### src/design/pfdm_pkg.sv
// ----------------------------------------------------------------------------
// pfdm_pkg
// Shared types and constants of the PCM frame downmix block.
// ----------------------------------------------------------------------------
package pfdm_pkg;

   localparam int BYTE_W          = 8;
   localparam int SAMPLE_W        = 16;
   localparam int CHANNEL_COUNT_W = 4;
   localparam int FRAME_BYTES_W   = 7;
   localparam int CSR_IDX_W       = 2;
   localparam int CSR_DATA_W      = 7;

   typedef enum logic [CSR_IDX_W-1:0] {
      CSR_CHANNEL_COUNT = 2'd0,
      CSR_WIDE_SAMPLES  = 2'd1,
      CSR_FRAME_BYTES   = 2'd2
   } csr_index_type;

   localparam logic [CHANNEL_COUNT_W-1:0] CHANNEL_COUNT_RST = 4'd1;
   localparam logic                       WIDE_SAMPLES_RST  = 1'b1;
   localparam logic [FRAME_BYTES_W-1:0]   FRAME_BYTES_RST   = 7'd2;

   localparam int SAMPLE_MIN = -32768;
   localparam int SAMPLE_MAX = 32767;

endpackage

### src/design/pfdm_front.sv
// ----------------------------------------------------------------------------
// pfdm_front
// Byte intake: config registers, frame position, channel sum accumulation.
// Pushes one divide job per finished frame.
// ----------------------------------------------------------------------------
module pfdm_front import pfdm_pkg::*; #(
   parameter int MAX_CHANNELS    = 8,
   parameter int MAX_FRAME_BYTES = 64,
   parameter int SUM_W           = 20,
   parameter int CH_W            = 4,
   parameter int POS_W           = 6,
   parameter int ENTRY_W         = SUM_W + CH_W + 1
) (
   input  logic                  clock,
   input  logic                  reset,
   input  logic                  csr_write,
   input  logic [CSR_IDX_W-1:0]  csr_index,
   input  logic [CSR_DATA_W-1:0] csr_data,
   input  logic                  req_push,
   output logic                  req_full,
   input  logic [BYTE_W-1:0]     req_data_byte,
   input  logic                  q_full,
   output logic                  q_push,
   output logic [ENTRY_W-1:0]    q_data
);

   localparam int CMP_W = (POS_W + 2 > FRAME_BYTES_W + 2) ? POS_W + 2 : FRAME_BYTES_W + 2;

   logic [CHANNEL_COUNT_W-1:0] channel_count_ff;
   logic                       wide_samples_ff;
   logic [FRAME_BYTES_W-1:0]   frame_bytes_ff;

   logic [POS_W-1:0]        pos_ff, pos_in;
   logic signed [SUM_W-1:0] sum_ff, sum_in, sum_add;
   logic [BYTE_W-1:0]       hold_ff, hold_in;

   logic [CMP_W-1:0]        cc_c, ch_c, fb_c, flen_c, pos_c, pos_next_c;
   logic                    frame_end, accept;
   logic signed [SAMPLE_W-1:0] wide_sample;

   always_comb begin
      cc_c = CMP_W'(channel_count_ff);
      if (cc_c == '0) begin
         ch_c = CMP_W'(1);
      end else if (cc_c > CMP_W'(MAX_CHANNELS)) begin
         ch_c = CMP_W'(MAX_CHANNELS);
      end else begin
         ch_c = cc_c;
      end
      fb_c = CMP_W'(frame_bytes_ff);
      if (fb_c == '0) begin
         flen_c = CMP_W'(1);
      end else if (fb_c > CMP_W'(MAX_FRAME_BYTES)) begin
         flen_c = CMP_W'(MAX_FRAME_BYTES);
      end else begin
         flen_c = fb_c;
      end
      pos_c      = CMP_W'(pos_ff);
      pos_next_c = pos_c + CMP_W'(1);
      frame_end  = (pos_next_c >= flen_c);
   end

   assign req_full = q_full && frame_end;
   assign accept   = req_push && !req_full;
   assign wide_sample = {req_data_byte, hold_ff};

   always_comb begin
      hold_in = hold_ff;
      sum_add = sum_ff;
      if (wide_samples_ff) begin
         if (pos_c < (ch_c << 1)) begin
            if (!pos_ff[0]) begin
               hold_in = req_data_byte;
            end else begin
               sum_add = sum_ff + SUM_W'(wide_sample);
            end
         end
      end else if (pos_c < ch_c) begin
         sum_add = sum_ff + $signed({{(SUM_W-BYTE_W){1'b0}}, req_data_byte});
      end
      if (frame_end) begin
         pos_in  = '0;
         sum_in  = '0;
         hold_in = '0;
      end else begin
         pos_in  = pos_next_c[POS_W-1:0];
         sum_in  = sum_add;
      end
   end

   assign q_push = accept && frame_end;
   assign q_data = {sum_add, ch_c[CH_W-1:0], wide_samples_ff};

   always_ff @(posedge clock) begin
      if (reset) begin
         channel_count_ff <= CHANNEL_COUNT_RST;
         wide_samples_ff  <= WIDE_SAMPLES_RST;
         frame_bytes_ff   <= FRAME_BYTES_RST;
      end else if (csr_write) begin
         unique case (csr_index)
            CSR_CHANNEL_COUNT: channel_count_ff <= csr_data[CHANNEL_COUNT_W-1:0];
            CSR_WIDE_SAMPLES:  wide_samples_ff  <= csr_data[0];
            CSR_FRAME_BYTES:   frame_bytes_ff   <= csr_data[FRAME_BYTES_W-1:0];
            default: begin
            end
         endcase
      end
   end

   always_ff @(posedge clock) begin
      if (reset) begin
         pos_ff  <= '0;
         sum_ff  <= '0;
         hold_ff <= '0;
      end else if (accept) begin
         pos_ff  <= pos_in;
         sum_ff  <= sum_in;
         hold_ff <= hold_in;
      end
   end

endmodule

### src/design/pfdm_fifo.sv
// ----------------------------------------------------------------------------
// pfdm_fifo
// Short show-ahead queue between the byte intake and the divide stage.
// ----------------------------------------------------------------------------
module pfdm_fifo #(
   parameter int WIDTH = 25,
   parameter int DEPTH = 2
) (
   input  logic             clock,
   input  logic             reset,
   input  logic             push,
   input  logic [WIDTH-1:0] push_data,
   output logic             full,
   output logic             valid,
   output logic [WIDTH-1:0] pop_data,
   input  logic             pop
);

   localparam int AW = (DEPTH > 1) ? $clog2(DEPTH) : 1;

   logic [WIDTH-1:0] slot_ff [DEPTH];
   logic [AW-1:0]    wr_ptr_ff, rd_ptr_ff;
   logic [AW:0]      count_ff;
   logic             do_push, do_pop;

   assign full     = (count_ff == (AW+1)'(DEPTH));
   assign valid    = (count_ff != '0);
   assign pop_data = slot_ff[rd_ptr_ff];
   assign do_push  = push && !full;
   assign do_pop   = pop && valid;

   always_ff @(posedge clock) begin
      if (do_push) begin
         slot_ff[wr_ptr_ff] <= push_data;
      end
   end

   always_ff @(posedge clock) begin
      if (reset) begin
         wr_ptr_ff <= '0;
         rd_ptr_ff <= '0;
         count_ff  <= '0;
      end else begin
         if (do_push) begin
            wr_ptr_ff <= (wr_ptr_ff == AW'(DEPTH - 1)) ? '0 : wr_ptr_ff + AW'(1);
         end
         if (do_pop) begin
            rd_ptr_ff <= (rd_ptr_ff == AW'(DEPTH - 1)) ? '0 : rd_ptr_ff + AW'(1);
         end
         count_ff <= count_ff + (AW+1)'(do_push) - (AW+1)'(do_pop);
      end
   end

endmodule

### src/design/pfdm_back.sv
// ----------------------------------------------------------------------------
// pfdm_back
// Divide stage: sum / channel count toward zero by reciprocal multiply with
// one correction step, clamp in 16-bit mode, result output register.
// ----------------------------------------------------------------------------
module pfdm_back import pfdm_pkg::*; #(
   parameter int MAX_CHANNELS = 8,
   parameter int SUM_W        = 20,
   parameter int CH_W         = 4,
   parameter int ENTRY_W      = SUM_W + CH_W + 1
) (
   input  logic                       clock,
   input  logic                       reset,
   input  logic                       q_valid,
   input  logic [ENTRY_W-1:0]         q_data,
   output logic                       q_pop,
   output logic                       rsp_empty,
   input  logic                       rsp_pop,
   output logic signed [SAMPLE_W-1:0] rsp_mono_sample
);

   localparam int MAG_W  = SUM_W;
   localparam int K      = SUM_W;
   localparam int PROD_W = MAG_W + K + 1;
   localparam int QD_W   = MAG_W + CH_W;
   localparam int TAB_N  = 1 << CH_W;

   logic [K:0] recip_tab [TAB_N];

   for (genvar g = 0; g < TAB_N; g++) begin : g_recip
      localparam longint unsigned DIV   = (g == 0 || g > MAX_CHANNELS) ? 1 : g;
      localparam longint unsigned ONE_K = 64'd1 << K;
      localparam longint unsigned RECIP = ONE_K / DIV;
      assign recip_tab[g] = (K+1)'(RECIP);
   end

   logic [SUM_W-1:0] in_sum;
   logic [CH_W-1:0]  in_ch;
   logic             in_wide;
   logic [MAG_W-1:0] in_mag;
   logic             in_neg;

   assign {in_sum, in_ch, in_wide} = q_data;
   assign in_neg = in_sum[SUM_W-1];
   assign in_mag = in_neg ? (~in_sum + MAG_W'(1)) : in_sum;

   logic              s1_valid_ff, s2_valid_ff;
   logic [PROD_W-1:0] s1_prod_ff;
   logic [MAG_W-1:0]  s1_mag_ff;
   logic [CH_W-1:0]   s1_ch_ff;
   logic              s1_neg_ff, s1_wide_ff;
   logic signed [SAMPLE_W-1:0] s2_out_ff, s2_out_in;

   logic ready2, adv1, ready1;

   assign ready2 = !s2_valid_ff || rsp_pop;
   assign adv1   = s1_valid_ff && ready2;
   assign ready1 = !s1_valid_ff || adv1;
   assign q_pop  = q_valid && ready1;

   logic [MAG_W-1:0]       q0, quo;
   logic [QD_W-1:0]        qd, rem;
   logic signed [MAG_W:0]  sres;

   always_comb begin
      q0   = s1_prod_ff[K +: MAG_W];
      qd   = QD_W'(q0) * QD_W'(s1_ch_ff);
      rem  = QD_W'(s1_mag_ff) - qd;
      quo  = q0 + MAG_W'(rem >= QD_W'(s1_ch_ff));
      sres = s1_neg_ff ? -$signed({1'b0, quo}) : $signed({1'b0, quo});
      if (s1_wide_ff && sres < (MAG_W+1)'(SAMPLE_MIN)) begin
         s2_out_in = SAMPLE_W'(SAMPLE_MIN);
      end else if (s1_wide_ff && sres > (MAG_W+1)'(SAMPLE_MAX)) begin
         s2_out_in = SAMPLE_W'(SAMPLE_MAX);
      end else begin
         s2_out_in = sres[SAMPLE_W-1:0];
      end
   end

   always_ff @(posedge clock) begin
      if (q_pop) begin
         s1_prod_ff <= PROD_W'(in_mag) * PROD_W'(recip_tab[in_ch]);
         s1_mag_ff  <= in_mag;
         s1_ch_ff   <= in_ch;
         s1_neg_ff  <= in_neg;
         s1_wide_ff <= in_wide;
      end
      if (adv1) begin
         s2_out_ff <= s2_out_in;
      end
   end

   always_ff @(posedge clock) begin
      if (reset) begin
         s1_valid_ff <= 1'b0;
         s2_valid_ff <= 1'b0;
      end else begin
         if (ready1) begin
            s1_valid_ff <= q_valid;
         end
         if (ready2) begin
            s2_valid_ff <= adv1;
         end
      end
   end

   assign rsp_empty       = !s2_valid_ff;
   assign rsp_mono_sample = s2_out_ff;

endmodule

### src/design/pcm_frame_downmix.sv
// ----------------------------------------------------------------------------
// pcm_frame_downmix
// Mixes an interleaved PCM byte stream (u8 or s16le) down to mono samples.
//
//   channel  | direction | handshake         | beat
//   req_     | in        | req_push/req_full | one data byte
//   rsp_     | out       | rsp_empty/rsp_pop | one mono sample per frame
//   csr_     | in        | csr_write         | one register write
//
// One byte per cycle is taken while req_full is low. A frame's sample
// passes through the job queue and the reciprocal multiply register, then
// correction and clamp feed the result register that drives the rsp_ ports.
// req_full rises only on a frame's last byte while the job queue is full.
// Synchronous active-high reset restores register defaults, empties all.
// ----------------------------------------------------------------------------
module pcm_frame_downmix import pfdm_pkg::*; #(
   parameter int MAX_CHANNELS    = 8,
   parameter int MAX_FRAME_BYTES = 64
) (
   input  logic                       clock,
   input  logic                       reset,
   input  logic                       csr_write,
   input  logic [CSR_IDX_W-1:0]       csr_index,
   input  logic [CSR_DATA_W-1:0]      csr_data,
   input  logic                       req_push,
   output logic                       req_full,
   input  logic [BYTE_W-1:0]          req_data_byte,
   output logic                       rsp_empty,
   input  logic                       rsp_pop,
   output logic signed [SAMPLE_W-1:0] rsp_mono_sample
);

   localparam int SUM_W   = $clog2(MAX_CHANNELS) + 17;
   localparam int CH_W    = $clog2(MAX_CHANNELS + 1);
   localparam int POS_W   = $clog2(MAX_FRAME_BYTES);
   localparam int ENTRY_W = SUM_W + CH_W + 1;

   logic               q_push, q_full, q_valid, q_pop;
   logic [ENTRY_W-1:0] q_push_data, q_pop_data;

   pfdm_front #(
      .MAX_CHANNELS    (MAX_CHANNELS),
      .MAX_FRAME_BYTES (MAX_FRAME_BYTES),
      .SUM_W           (SUM_W),
      .CH_W            (CH_W),
      .POS_W           (POS_W),
      .ENTRY_W         (ENTRY_W)
   ) u_front (
      .clock         (clock),
      .reset         (reset),
      .csr_write     (csr_write),
      .csr_index     (csr_index),
      .csr_data      (csr_data),
      .req_push      (req_push),
      .req_full      (req_full),
      .req_data_byte (req_data_byte),
      .q_full        (q_full),
      .q_push        (q_push),
      .q_data        (q_push_data)
   );

   pfdm_fifo #(
      .WIDTH (ENTRY_W),
      .DEPTH (2)
   ) u_fifo (
      .clock     (clock),
      .reset     (reset),
      .push      (q_push),
      .push_data (q_push_data),
      .full      (q_full),
      .valid     (q_valid),
      .pop_data  (q_pop_data),
      .pop       (q_pop)
   );

   pfdm_back #(
      .MAX_CHANNELS (MAX_CHANNELS),
      .SUM_W        (SUM_W),
      .CH_W         (CH_W),
      .ENTRY_W      (ENTRY_W)
   ) u_back (
      .clock           (clock),
      .reset           (reset),
      .q_valid         (q_valid),
      .q_data          (q_pop_data),
      .q_pop           (q_pop),
      .rsp_empty       (rsp_empty),
      .rsp_pop         (rsp_pop),
      .rsp_mono_sample (rsp_mono_sample)
   );

endmodule

### config.mk
export PLATFORM = sky130hd
export DESIGN_NAME = pcm_frame_downmix
export DESIGN_NICKNAME = d
export VERILOG_FILES = /design/src/design/pfdm_pkg.sv /design/src/design/pfdm_front.sv /design/src/design/pfdm_fifo.sv /design/src/design/pfdm_back.sv /design/src/design/pcm_frame_downmix.sv
export SDC_FILE = /design/constraint.sdc
export NUM_CORES = 1
export LEC_CHECK = 0
export ABC_AREA = 1
export BUFFER_PORTS_ARGS = -buffer_cell sky130_fd_sc_hd__buf_2
export CORE_MARGIN = 4
export CORE_UTILIZATION = 30
export CTS_CLUSTER_DIAMETER = 100
export DETAILED_ROUTE_END_ITERATION = 10
export GPL_TIMING_DRIVEN = 0
export HOLD_SLACK_MARGIN = 0.08
export PLACE_DENSITY = 0.49
export REMOVE_ABC_BUFFERS = 1
export SKIP_LAST_GASP = 1
export SLEW_MARGIN = 0
export SYNTH_ARGS = -nofsm -noshare
export SYNTH_HDL_FRONTEND = slang
export SYNTH_HIERARCHICAL = 1
export SYNTH_SLANG_ARGS = --single-unit
### constraint.sdc
create_clock -name clock -period 16.85 [get_ports clock]
set_input_delay 3.37 -clock clock [delete_from_list [all_inputs] [get_ports clock]]
set_output_delay 3.37 -clock clock [all_outputs]
set_load 0.05 [all_outputs]
==> flow_summary.toml, run 1 <==
[setup_path]
critPathArrivalTime_ps = 11220
worst_ep_required_time_ps = 17080
endpoint_kind = "flop"
setup.worst_path.class = "flop to flop"
worstSetupStartpointType = "flop"
critPathMaxFanout = 25

[synth]
synth_cell_types = 60
synthCells = 3369
synthAdderAreaFrac = 0.3888
post-synth-top-count-cell = "inv_1"
yosys_warnings = 6
synth.area.top_cells = "fa_1 (28%), edfxtp_1 (13%), ha_1 (11%), inv_1 (10%), nand2_1 (9.9%)"
synth_mux_area_frac = 0.01330
syn_avg_cell_area_um2 = 7.961
synth_common_cells = "inv_1 (717), nand2_1 (710), fa_1 (374), nor2_1 (349), ha_1 (235)"
synth_edf_count = 112
synthSimpleGateAreaFrac = 0.2190
yosysTopAreaCell = "fa_1"
yosysSeqAreaShare = 0.1650
synthFlopType = "edfxtp_1"
synth-async-reset-ratio = 0
synth_top_family_by_area = "adder cells"
ys_ff_latch = 165
synthXorXnorAreaFrac = 0.02766
synth_area_um2 = 26820
yosysTopAreaCellShare = 0.2792
synth_compound_area_frac = 0.06755

[floorplan]
fp.dieH_um = 307
core_area_um2 = 88510
row_count = 109
fp.dieW_um = 307
initial_utilization = 0.3030
io_pins = 40
die-area_um2 = 94250

[clock_network]
cts_resized = 0
clk_pin_slew_ps = 80
cts_max_level = 4
cts_sinks = 165
cts_tree = "built"
hold_buffers = 0
insertion_delay_ps = 510
numCtsBuffers = 17
clockRootBuffer = "clkbuf_16"
clockBufferDepth = 2
cts_setup_buffers = 0

[route]
via_count = 20961
wirelength_um = 76740
ant_nets = 0
drt_iter0_markers = 1100
drt_first_pass_iters = 5
route.detailed.drc = 0
via_per_inst = 4.615
post_drt_wl_per_cell_um = 16.90

[timing]
fmax_mhz = 91.02
fin_tns_setup_ps = 0
skew_ps = 28.72
final-max-slew-violation-count = 7
setup_violations = 0
layout_min_cycle_time_ps = 10990
hold_viol = 0
maxSlewHeadroom = -0.00007061
whs_ps = 477.3
rsz0062_at_grt = "false"
tightest_slew_ps = 1500
period_share = 0.6520

[run]
drv_cap = 1

[cells_and_area]
fill_cells = 9524
drive_gt1_frac = 0.07196
area_growth_pct = 7.548
multi_input_comb_area_um2 = 19230
finalInstanceArea_um2 = 28850
regArea_um2 = 4425
nets = 3995
diodes = 0

[global_routing]
grt_usage = 0.1674
grt.overflow.total = 0
grt_pass1_vias = 21651
grt_max_degree = 46
antenna_found_initial = 2
grt_pass1_wl_um = 122600

[outcome]
violations = "capacitance limit, slew limit"
status = "finished with violations"

[place]
placed_area_um2 = 28190
place_congestion = 0.8951
hpwl_um = 64710
port_buffers = 39

[hold_path]
hold_class = "flop to flop"
registers in the layout (all words and copies together), names as in the netlist, 6 cells and up, named ones only:
signal                  count
u_fifo/slot_ff             50
u_back/s1_mag_ff           20
u_back/s1_prod_ff          20
u_front/sum_ff             20
u_back/rsp_mono_sample     16
u_front/hold_ff             8
u_front/frame_bytes_ff      7
u_front/pos_ff              6
cell type report:
type / count / share of cell area
clock buffer: 17 / 0.01475
clock inverter: 15 / 0.007938
inverter: 742 / 0.09664
multi-input combinational: 2393 / 0.6668
sequential: 165 / 0.1534
tap: 1165 / 0.05053
timing repair buffer: 45 / 0.009933
metal layers:
layer / up-vias / wire (um) / global-route usage
met5: - / 0 / 0
met4: 0 / 2035 / 0.04905
met3: 80 / 3904 / 0.03216
met2: 433 / 36650 / 0.2869
met1: 10075 / 34150 / 0.2155
li1: 10373 / - / -
cell usage in the layout (no fill, tap or decap), types with 37 or more instances in the layout:
cell / Yosys / routed
fa_1: 374 / 374
o21ai_0: 67 / 66
inv_1: 717 / 716
edfxtp_1: 112 / 112
buf_2: 16 / 39
nand2_1: 710 / 710
a21oi_1: 144 / 142
nor2_1: 349 / 348
nand3_1: 123 / 123
nand2_2: 37 / 37
xor2_1: 60 / 60
dfxtp_1: 53 / 52
ha_1: 235 / 235
metrics by stage:
stage               utilization  setup slack, ps  cells
floorplan                     -             8246   3300
global placement         0.3172             5383   4504
detailed placement       0.3185             6038   4510
CTS                      0.3259             5959   4542
global route             0.3259             5441   4542
finish                   0.3259             5863   4542
worst paths after layout:
kind	start	end	slack (ps)	cells after the start
setup reg to reg	flop	u_back/s1_prod_ff[39]	5860	26
setup / recovery	flop	u_back/s1_prod_ff[39]	5860	26
hold reg to reg	u_front/hold_ff[0]	u_front/hold_ff[0]	480	2
hold / removal	u_front/hold_ff[0]	u_front/hold_ff[0]	480	2
worst max-delay path, stage by stage (launching register included):
cell and delay (ps):
dfxtp_2 880, mux2_4 370, inv_1 130, nor2_2 230, inv_1 110, nor2_1 1060
inv_1 710, o21ai_1 940, inv_1 700, nor2_1 280, fa_1 500, fa_1 550
inv_1 60, fa_1 500, inv_1 50, fa_1 470, fa_1 450, fa_1 550
ha_1 350, ha_1 390, a21oi_1 220, inv_1 60, a21oi_1 210, o221ai_1 140
a21oi_1 410, o21ai_1 170, xor2_1 160
cell families after synthesis:
| family | count (synthesis) |
|---|---|
| flops | 165 |
| fa+ha+maj | 609 |
| simple gates | 1365 |
| mux | 25 |
| compound gates | 311 |
| xor+xnor | 83 |
| buf+inv | 811 |
Power of run 1 is not shown: default switching activity piles up to over one toggle a cycle in this logic, so the estimate is an artifact.
==> inputs of run 2 (changes only) <==
--- a/config.mk
+++ b/config.mk
@@ -5,7 +5,7 @@
 export SDC_FILE = /design/constraint.sdc
 export NUM_CORES = 1
 export LEC_CHECK = 0
-export ABC_AREA = 1
+export ABC_AREA = 0
 export BUFFER_PORTS_ARGS = -buffer_cell sky130_fd_sc_hd__buf_2
 export CORE_MARGIN = 4
 export CORE_UTILIZATION = 30
@@ -13,7 +13,7 @@
 export DETAILED_ROUTE_END_ITERATION = 10
 export GPL_TIMING_DRIVEN = 0
 export HOLD_SLACK_MARGIN = 0.08
-export PLACE_DENSITY = 0.49
+export PLACE_DENSITY = 0.51
 export REMOVE_ABC_BUFFERS = 1
 export SKIP_LAST_GASP = 1
 export SLEW_MARGIN = 0
==> constraint.sdc (replaced) <==
create_clock -name clock -period 8.9 [get_ports clock]
set_input_delay 1.78 -clock clock [delete_from_list [all_inputs] [get_ports clock]]
set_output_delay 1.78 -clock clock [all_outputs]
set_load 0.05 [all_outputs]
==> run 2 against run 1 <==
- the flow now finishes without violations
- final cell count shrank 16%
- largest cell class unchanged
- maximum frequency grew 25%
- global-route usage shrank 0.82 points
- sequential share of layout area grew 0.29 points
- register-to-register slack lost 5800 ps
- design area shrank 1.8%
==> flow_summary.toml, run 2 <==
[outcome]
status = "completed"

[place]
place_ws_ps = -3152
placed_area_um2 = 26150
hpwl_um = 55000
place_congestion = 0.9047
port_buffers = 39

[setup_path]
critPathArrivalTime_ps = 9020
reg2reg_depth = 32
worstSetupStartpointType = "flop"
endpoint_kind = "flop"
setup.worst_path.class = "flop to flop"
crit_slowest_cell = "fa_1"
critPathMaxFanout = 5
worst_ep_required_time_ps = 9110
crit_top_cell = "fa_1"
worstSetupEndpoint = "u_back/s1_prod_ff[38]"
rr_endpoint = "u_back/s1_prod_ff[38]"
reg2reg_slack_ps = 90
slowest_delay_ps = 590

[timing]
final-max-slew-violation-count = 0
setup_violations = 0
fin_tns_setup_ps = 0
whs_ps = 487.3
layout_min_cycle_time_ps = 8810
hold_viol = 0
skew_ps = 26.72
setup_slack_ps = 90.44
tightest_slew_ps = 1309
maxSlewHeadroom = 0.1273
rsz0062_at_grt = "true"
period_share = 0.9898
fmax_mhz = 113.5

[global_routing]
antenna_found_initial = 1
grt_pass1_vias = 19036
grt.overflow.total = 0
grt_pass1_wl_um = 107500
grt_usage = 0.1592
grt_max_degree = 31

[cells_and_area]
final_common_cell = "inv_1"
drive_gt1_frac = 0.1432
nets = 3369
final_cell_mix = "inv_1 (511), fa_1 (367), nand2_1 (252)"
area_growth_pct = 13.74
max_flop_register = "u_fifo/slot_ff"
fill_cells = 8598
finalInstanceArea_um2 = 28330
largest_register_ffs = 50

[synth]
syn_avg_cell_area_um2 = 9.389
post-synth-top-count-cell = "inv_1"
yosys_warnings = 6
synthFlopType = "edfxtp_1"
synth_cell_types = 104
yosysSeqAreaShare = 0.1776
synth-async-reset-ratio = 0
yosysTopAreaCellShare = 0.3006
yosysTopAreaCell = "fa_1"
ys_ff_latch = 165
synth_area_um2 = 24910
synth_edf_count = 112
synth.area.top_cells = "fa_1 (30%), edfxtp_1 (14%), ha_1 (12%), inv_1 (7.9%), dfxtp_1 (4.3%)"
synthCells = 2653
synth_common_cells = "inv_1 (525), fa_1 (374), nand2_1 (259), ha_1 (235), nor2_1 (232)"

[floorplan]
core_area_um2 = 82240
io_pins = 40
die-area_um2 = 87710
fp.dieH_um = 296.2
initial_utilization = 0.3029
row_count = 105
fp.dieW_um = 296.2

[route]
wirelength_um = 68220
ant_nets = 0
via_per_inst = 4.806
drt_iter0_markers = 1028
post_drt_wl_per_cell_um = 17.84
drt_first_pass_iters = 5
route.detailed.drc = 0
via_count = 18374

[hold_path]
hold_class = "flop to flop"

[clock_network]
insertion_delay_ps = 470
clockRootBuffer = "clkbuf_16"
cts_sinks = 165
cts_tree = "built"
numCtsBuffers = 17
cts_max_level = 4
clockBufferDepth = 2
clk_pin_slew_ps = 80

[run]
drv_cap = 0
-- run 2: cell count changes in the layout (fill, tap and decap cells not counted), sizes merged, moves of 22 or more --
cell	previous run	this run
nand2b	0	30
nand2	750	260
a21oi	168	97
o21ai	85	57
xnor2	21	72
buf	45	144
nand3	134	30
and2	9	38
inv	744	538
nor2	371	234
a22o	0	22
-- run 2: worst min-delay path by stage --
stage                             startpoint            endpoint  slack, ps  cells past startpoint
after CTS                 u_front/hold_ff[2]  u_front/hold_ff[2]        490                      1
after global routing      u_front/hold_ff[3]  u_front/hold_ff[3]        510                      1
after global placement    u_front/hold_ff[4]  u_front/hold_ff[4]        470                      1
after detailed placement  u_front/hold_ff[2]  u_front/hold_ff[2]        470                      1
final                     u_front/hold_ff[2]  u_front/hold_ff[2]        490                      1
after floorplan             u_fifo/wr_ptr_ff    u_fifo/wr_ptr_ff        450                      2
-- run 2: routing by layer --
metal  GRT usage  vias to the layer above  routed length [um]
met2      0.2629                      476               31870
met4     0.05035                        0                2127
li1            -                     8745                   -
met5           0                        -                   0
met3     0.03437                      112                4025
met1      0.2093                     9041               30200
-- run 2: logic make-up (layout without fill, tap and decap cells) --
family | Yosys count | in the layout | share of synthesized area
AO/OA/AOI/OAI | 357 | 357 | 0.1055
multiplexers | 48 | 48 | 0.02079
other | 0 | 2 | 0
AND/OR/NAND/NOR | 745 | 745 | 0.1399
adder cells (fa/ha/maj) | 609 | 609 | 0.4186
buffers and inverters | 613 | 711 | 0.09543
XOR/XNOR | 116 | 116 | 0.04214
flip-flops | 165 | 165 | 0.1776
-- run 2: layout make-up --
| type | count | area [um^2] | share of cell area |
|---|---|---|---|
| Multi-Input combinational cell | 1875 | 18840 | 0.6651 |
| Tap cell | 1070 | 1339 | 0.04725 |
| Sequential cell | 165 | 4428 | 0.1563 |
| Clock buffer | 18 | 429.2 | 0.01515 |
| Timing Repair Buffer | 145 | 1116 | 0.03939 |
| Antenna cell | 2 | 5.005 | 0.0001766 |
| Clock inverter | 14 | 138.9 | 0.004902 |
| Inverter | 534 | 2033 | 0.07176 |
-- run 2: critical path: cells and delay by family (launching register included) --
kind / cells / cell delay (ps)
AND/OR/NAND/NOR: 8 / 1400
XOR/XNOR: 2 / 360
flip-flops: 1 / 380
adder cells (fa/ha/maj): 8 / 3920
buffers and inverters: 8 / 820
AO/OA/AOI/OAI: 5 / 1320
multiplexers: 1 / 380
-- run 2: repair_timing --
action / 4_1_cts / 5_1_grt
resized for setup: 119 / 65
gates cloned: 0 / 0
setup endpoints to repair: 36 / 31
setup buffers: 50 / 53
pin swaps: 38 / 60
hold buffers: 0 / 0
-- run 2: per-stage QoR --
step / cells / utilization
final: 3823 / 0.3445
after global routing: 3821 / 0.3445
after CTS: 3768 / 0.3369
after detailed placement: 3686 / 0.3179
after global placement: 3683 / 0.3170
after floorplan: 2574 / -
Power of run 2 is left out for the same reason.
==> inputs of run 3 (changes only) <==
--- a/config.mk
+++ b/config.mk
@@ -5,7 +5,7 @@
 export SDC_FILE = /design/constraint.sdc
 export NUM_CORES = 1
 export LEC_CHECK = 0
-export ABC_AREA = 0
+export ABC_AREA = 1
 export BUFFER_PORTS_ARGS = -buffer_cell sky130_fd_sc_hd__buf_2
 export CORE_MARGIN = 4
 export CORE_UTILIZATION = 30
==> run 3 against run 2 <==
- core utilization down 1.5 points
- hold slack worse by 12 ps
- first-iteration DRC count up 24%
- critical path type unchanged
==> flow_summary.toml, run 3 (synthesis gave the netlist of run 1 again) <==
[setup_path]
critPathArrivalTime_ps = 8840
setup.worst_path.class = "flop to flop"
slowest_delay_ps = 720
reg2reg_depth = 28
crit_slowest_cell = "a21oi_4"
rr_endpoint = "u_back/s1_prod_ff[39]"
critPathMaxFanout = 19
reg2reg_slack_ps = 300
worst_ep_required_time_ps = 9140
worstSetupStartpointType = "flop"
endpoint_kind = "flop"
crit_top_cell = "fa_1"

[clock_network]
numCtsBuffers = 17
clockRootBuffer = "clkbuf_16"
cts_max_level = 4
insertion_delay_ps = 490
hold_buffers = 0
clk_pin_slew_ps = 80
cts_tree = "built"
cts_sinks = 165
clockBufferDepth = 2

[cells_and_area]
drive_gt1_frac = 0.09281
nets = 4012
instances_no_fill = 4559
multi_input_comb_area_um2 = 19450
diodes = 0
regArea_um2 = 4428
area_growth_pct = 8.831
final_cell_mix = "inv_1 (712), nand2_1 (700), fa_1 (371)"
max_flop_register = "u_fifo/slot_ff"
largest_register_ffs = 50
final_common_cell = "inv_1"
fill_cells = 9503

[route]
via_count = 21209
met1Wirelength_um = 33880
via_per_inst = 4.652
ant_nets = 0
route.detailed.drc = 0
drt_iter0_markers = 1271
post_drt_wl_per_cell_um = 16.66
drt_first_pass_iters = 6
wirelength_um = 75940
top_layer_used = "met4"
met2RoutedLength_um = 36660
dr_wl_met3_um = 3613

[timing]
layout_min_cycle_time_ps = 8604
rsz0062_at_grt = "true"
final-max-slew-violation-count = 0
setup_violations = 0
maxSlewHeadroom = 0.2723
period_share = 0.9667
fmax_mhz = 116.2
tightest_slew_ps = 1089
hold_viol = 0
skew_ps = 12.58

[floorplan]
die-area_um2 = 94250
io_pins = 40
core_area_um2 = 88510
fp.dieW_um = 307
fp.dieH_um = 307
initial_utilization = 0.3030
row_count = 109

[place]
port_buffers = 39
place_congestion = 0.9012
hpwl_um = 64100
placedCellCount = 4509

[outcome]
status = "completed"

[global_routing]
grt_pass1_wl_um = 121600
grt_usage = 0.1658
grt_pass1_vias = 21729
antenna_found_initial = 3
grt.overflow.total = 0
grt_max_degree = 45

[hold_path]
hold_end = "u_front/hold_ff[3]"
whs_path_depth = 2
hold_class = "flop to flop"
hold_start = "u_front/hold_ff[3]"

[run]
drv_cap = 0
run 3: cell count changes in the layout (fill, tap and decap cells not counted), sizes merged, moves of 22 or more:
| cell | previous run | this run |
|---|---|---|
| a21oi | 97 | 168 |
| nor2 | 234 | 371 |
| nand2b | 30 | 0 |
| inv | 538 | 743 |
| nand2 | 260 | 750 |
| and2 | 38 | 9 |
| xnor2 | 72 | 21 |
| o21ai | 57 | 85 |
| buf | 144 | 62 |
| a22o | 22 | 0 |
| nand3 | 30 | 134 |
run 3: metrics by stage:
stage / cell area [um^2] / setup slack, ps / hold slack, ps / TNS [ps] / utilization
3_3_place_gp: 28080 / -2420 / 464.4 / -39240 / 0.3172
3_5_place_dp: 28180 / -1877 / 465.2 / -28700 / 0.3184
4_1_cts: 28960 / -3.338 / 479.1 / -3.338 / 0.3272
5_1_grt: 29190 / -17.95 / 490.0 / -18.93 / 0.3298
6_report: 29190 / 296.4 / 475.5 / 0 / 0.3298
2_1_floorplan: 26420 / 295.9 / 443.9 / 0 / -
run 3: critical path: cells and delay by family (launching register included):
| family | cells | cell delay [ps] |
|---|---|---|
| AOI/OAI and AO/OA | 3 | 1040 |
| xor gates and xnor gates | 1 | 80 |
| muxes | 1 | 370 |
| DFF | 1 | 390 |
| adders and majority gates | 9 | 4260 |
| buffers and inverters | 6 | 410 |
| and+or+nand+nor | 8 | 1770 |
run 3: cell type report:
| type | count | area share |
|---|---|---|
| well taps | 1165 | 0.04994 |
| flip-flops and latches | 165 | 0.1517 |
| repair buffers | 62 | 0.01462 |
| clock buffers | 17 | 0.01457 |
| inverters | 742 | 0.09675 |
| clock inverters | 15 | 0.006001 |
| multi-input cells | 2393 | 0.6664 |
run 3: how the worst max path moves through the flow:
| stage | end | start | slack [ps] | cells past startpoint |
|---|---|---|---|---|
| 5_1_grt | u_back/s1_prod_ff[32] | flop | -20 | 34 |
| 6_report | u_back/s1_prod_ff[39] | flop | 300 | 28 |
| 3_3_place_gp | u_back/s1_prod_ff[39] | flop | -2420 | 26 |
| 4_1_cts | u_back/s1_prod_ff[39] | flop | -3 | 32 |
| 3_5_place_dp | u_back/s1_prod_ff[39] | flop | -1880 | 26 |
| 2_1_floorplan | u_back/s1_prod_ff[35] | flop | 300 | 33 |
run 3: what timing repair did:
action / CTS / global route
cloned: 0 / 0
resized for setup: 24 / 48
endpoints found under the setup margin: 20 / 19
buffers inserted: 9 / 9
hold endpoints to repair: 0 / 0
pin swaps: 0 / 6
run 3: routing by layer:
layer	vias to the layer above	track usage
met5	-	0
met4	0	0.04545
met2	487	0.2854
met1	10230	0.2197
met3	93	0.02225
li1	10399	-
Power of run 3 is left out for the same reason.
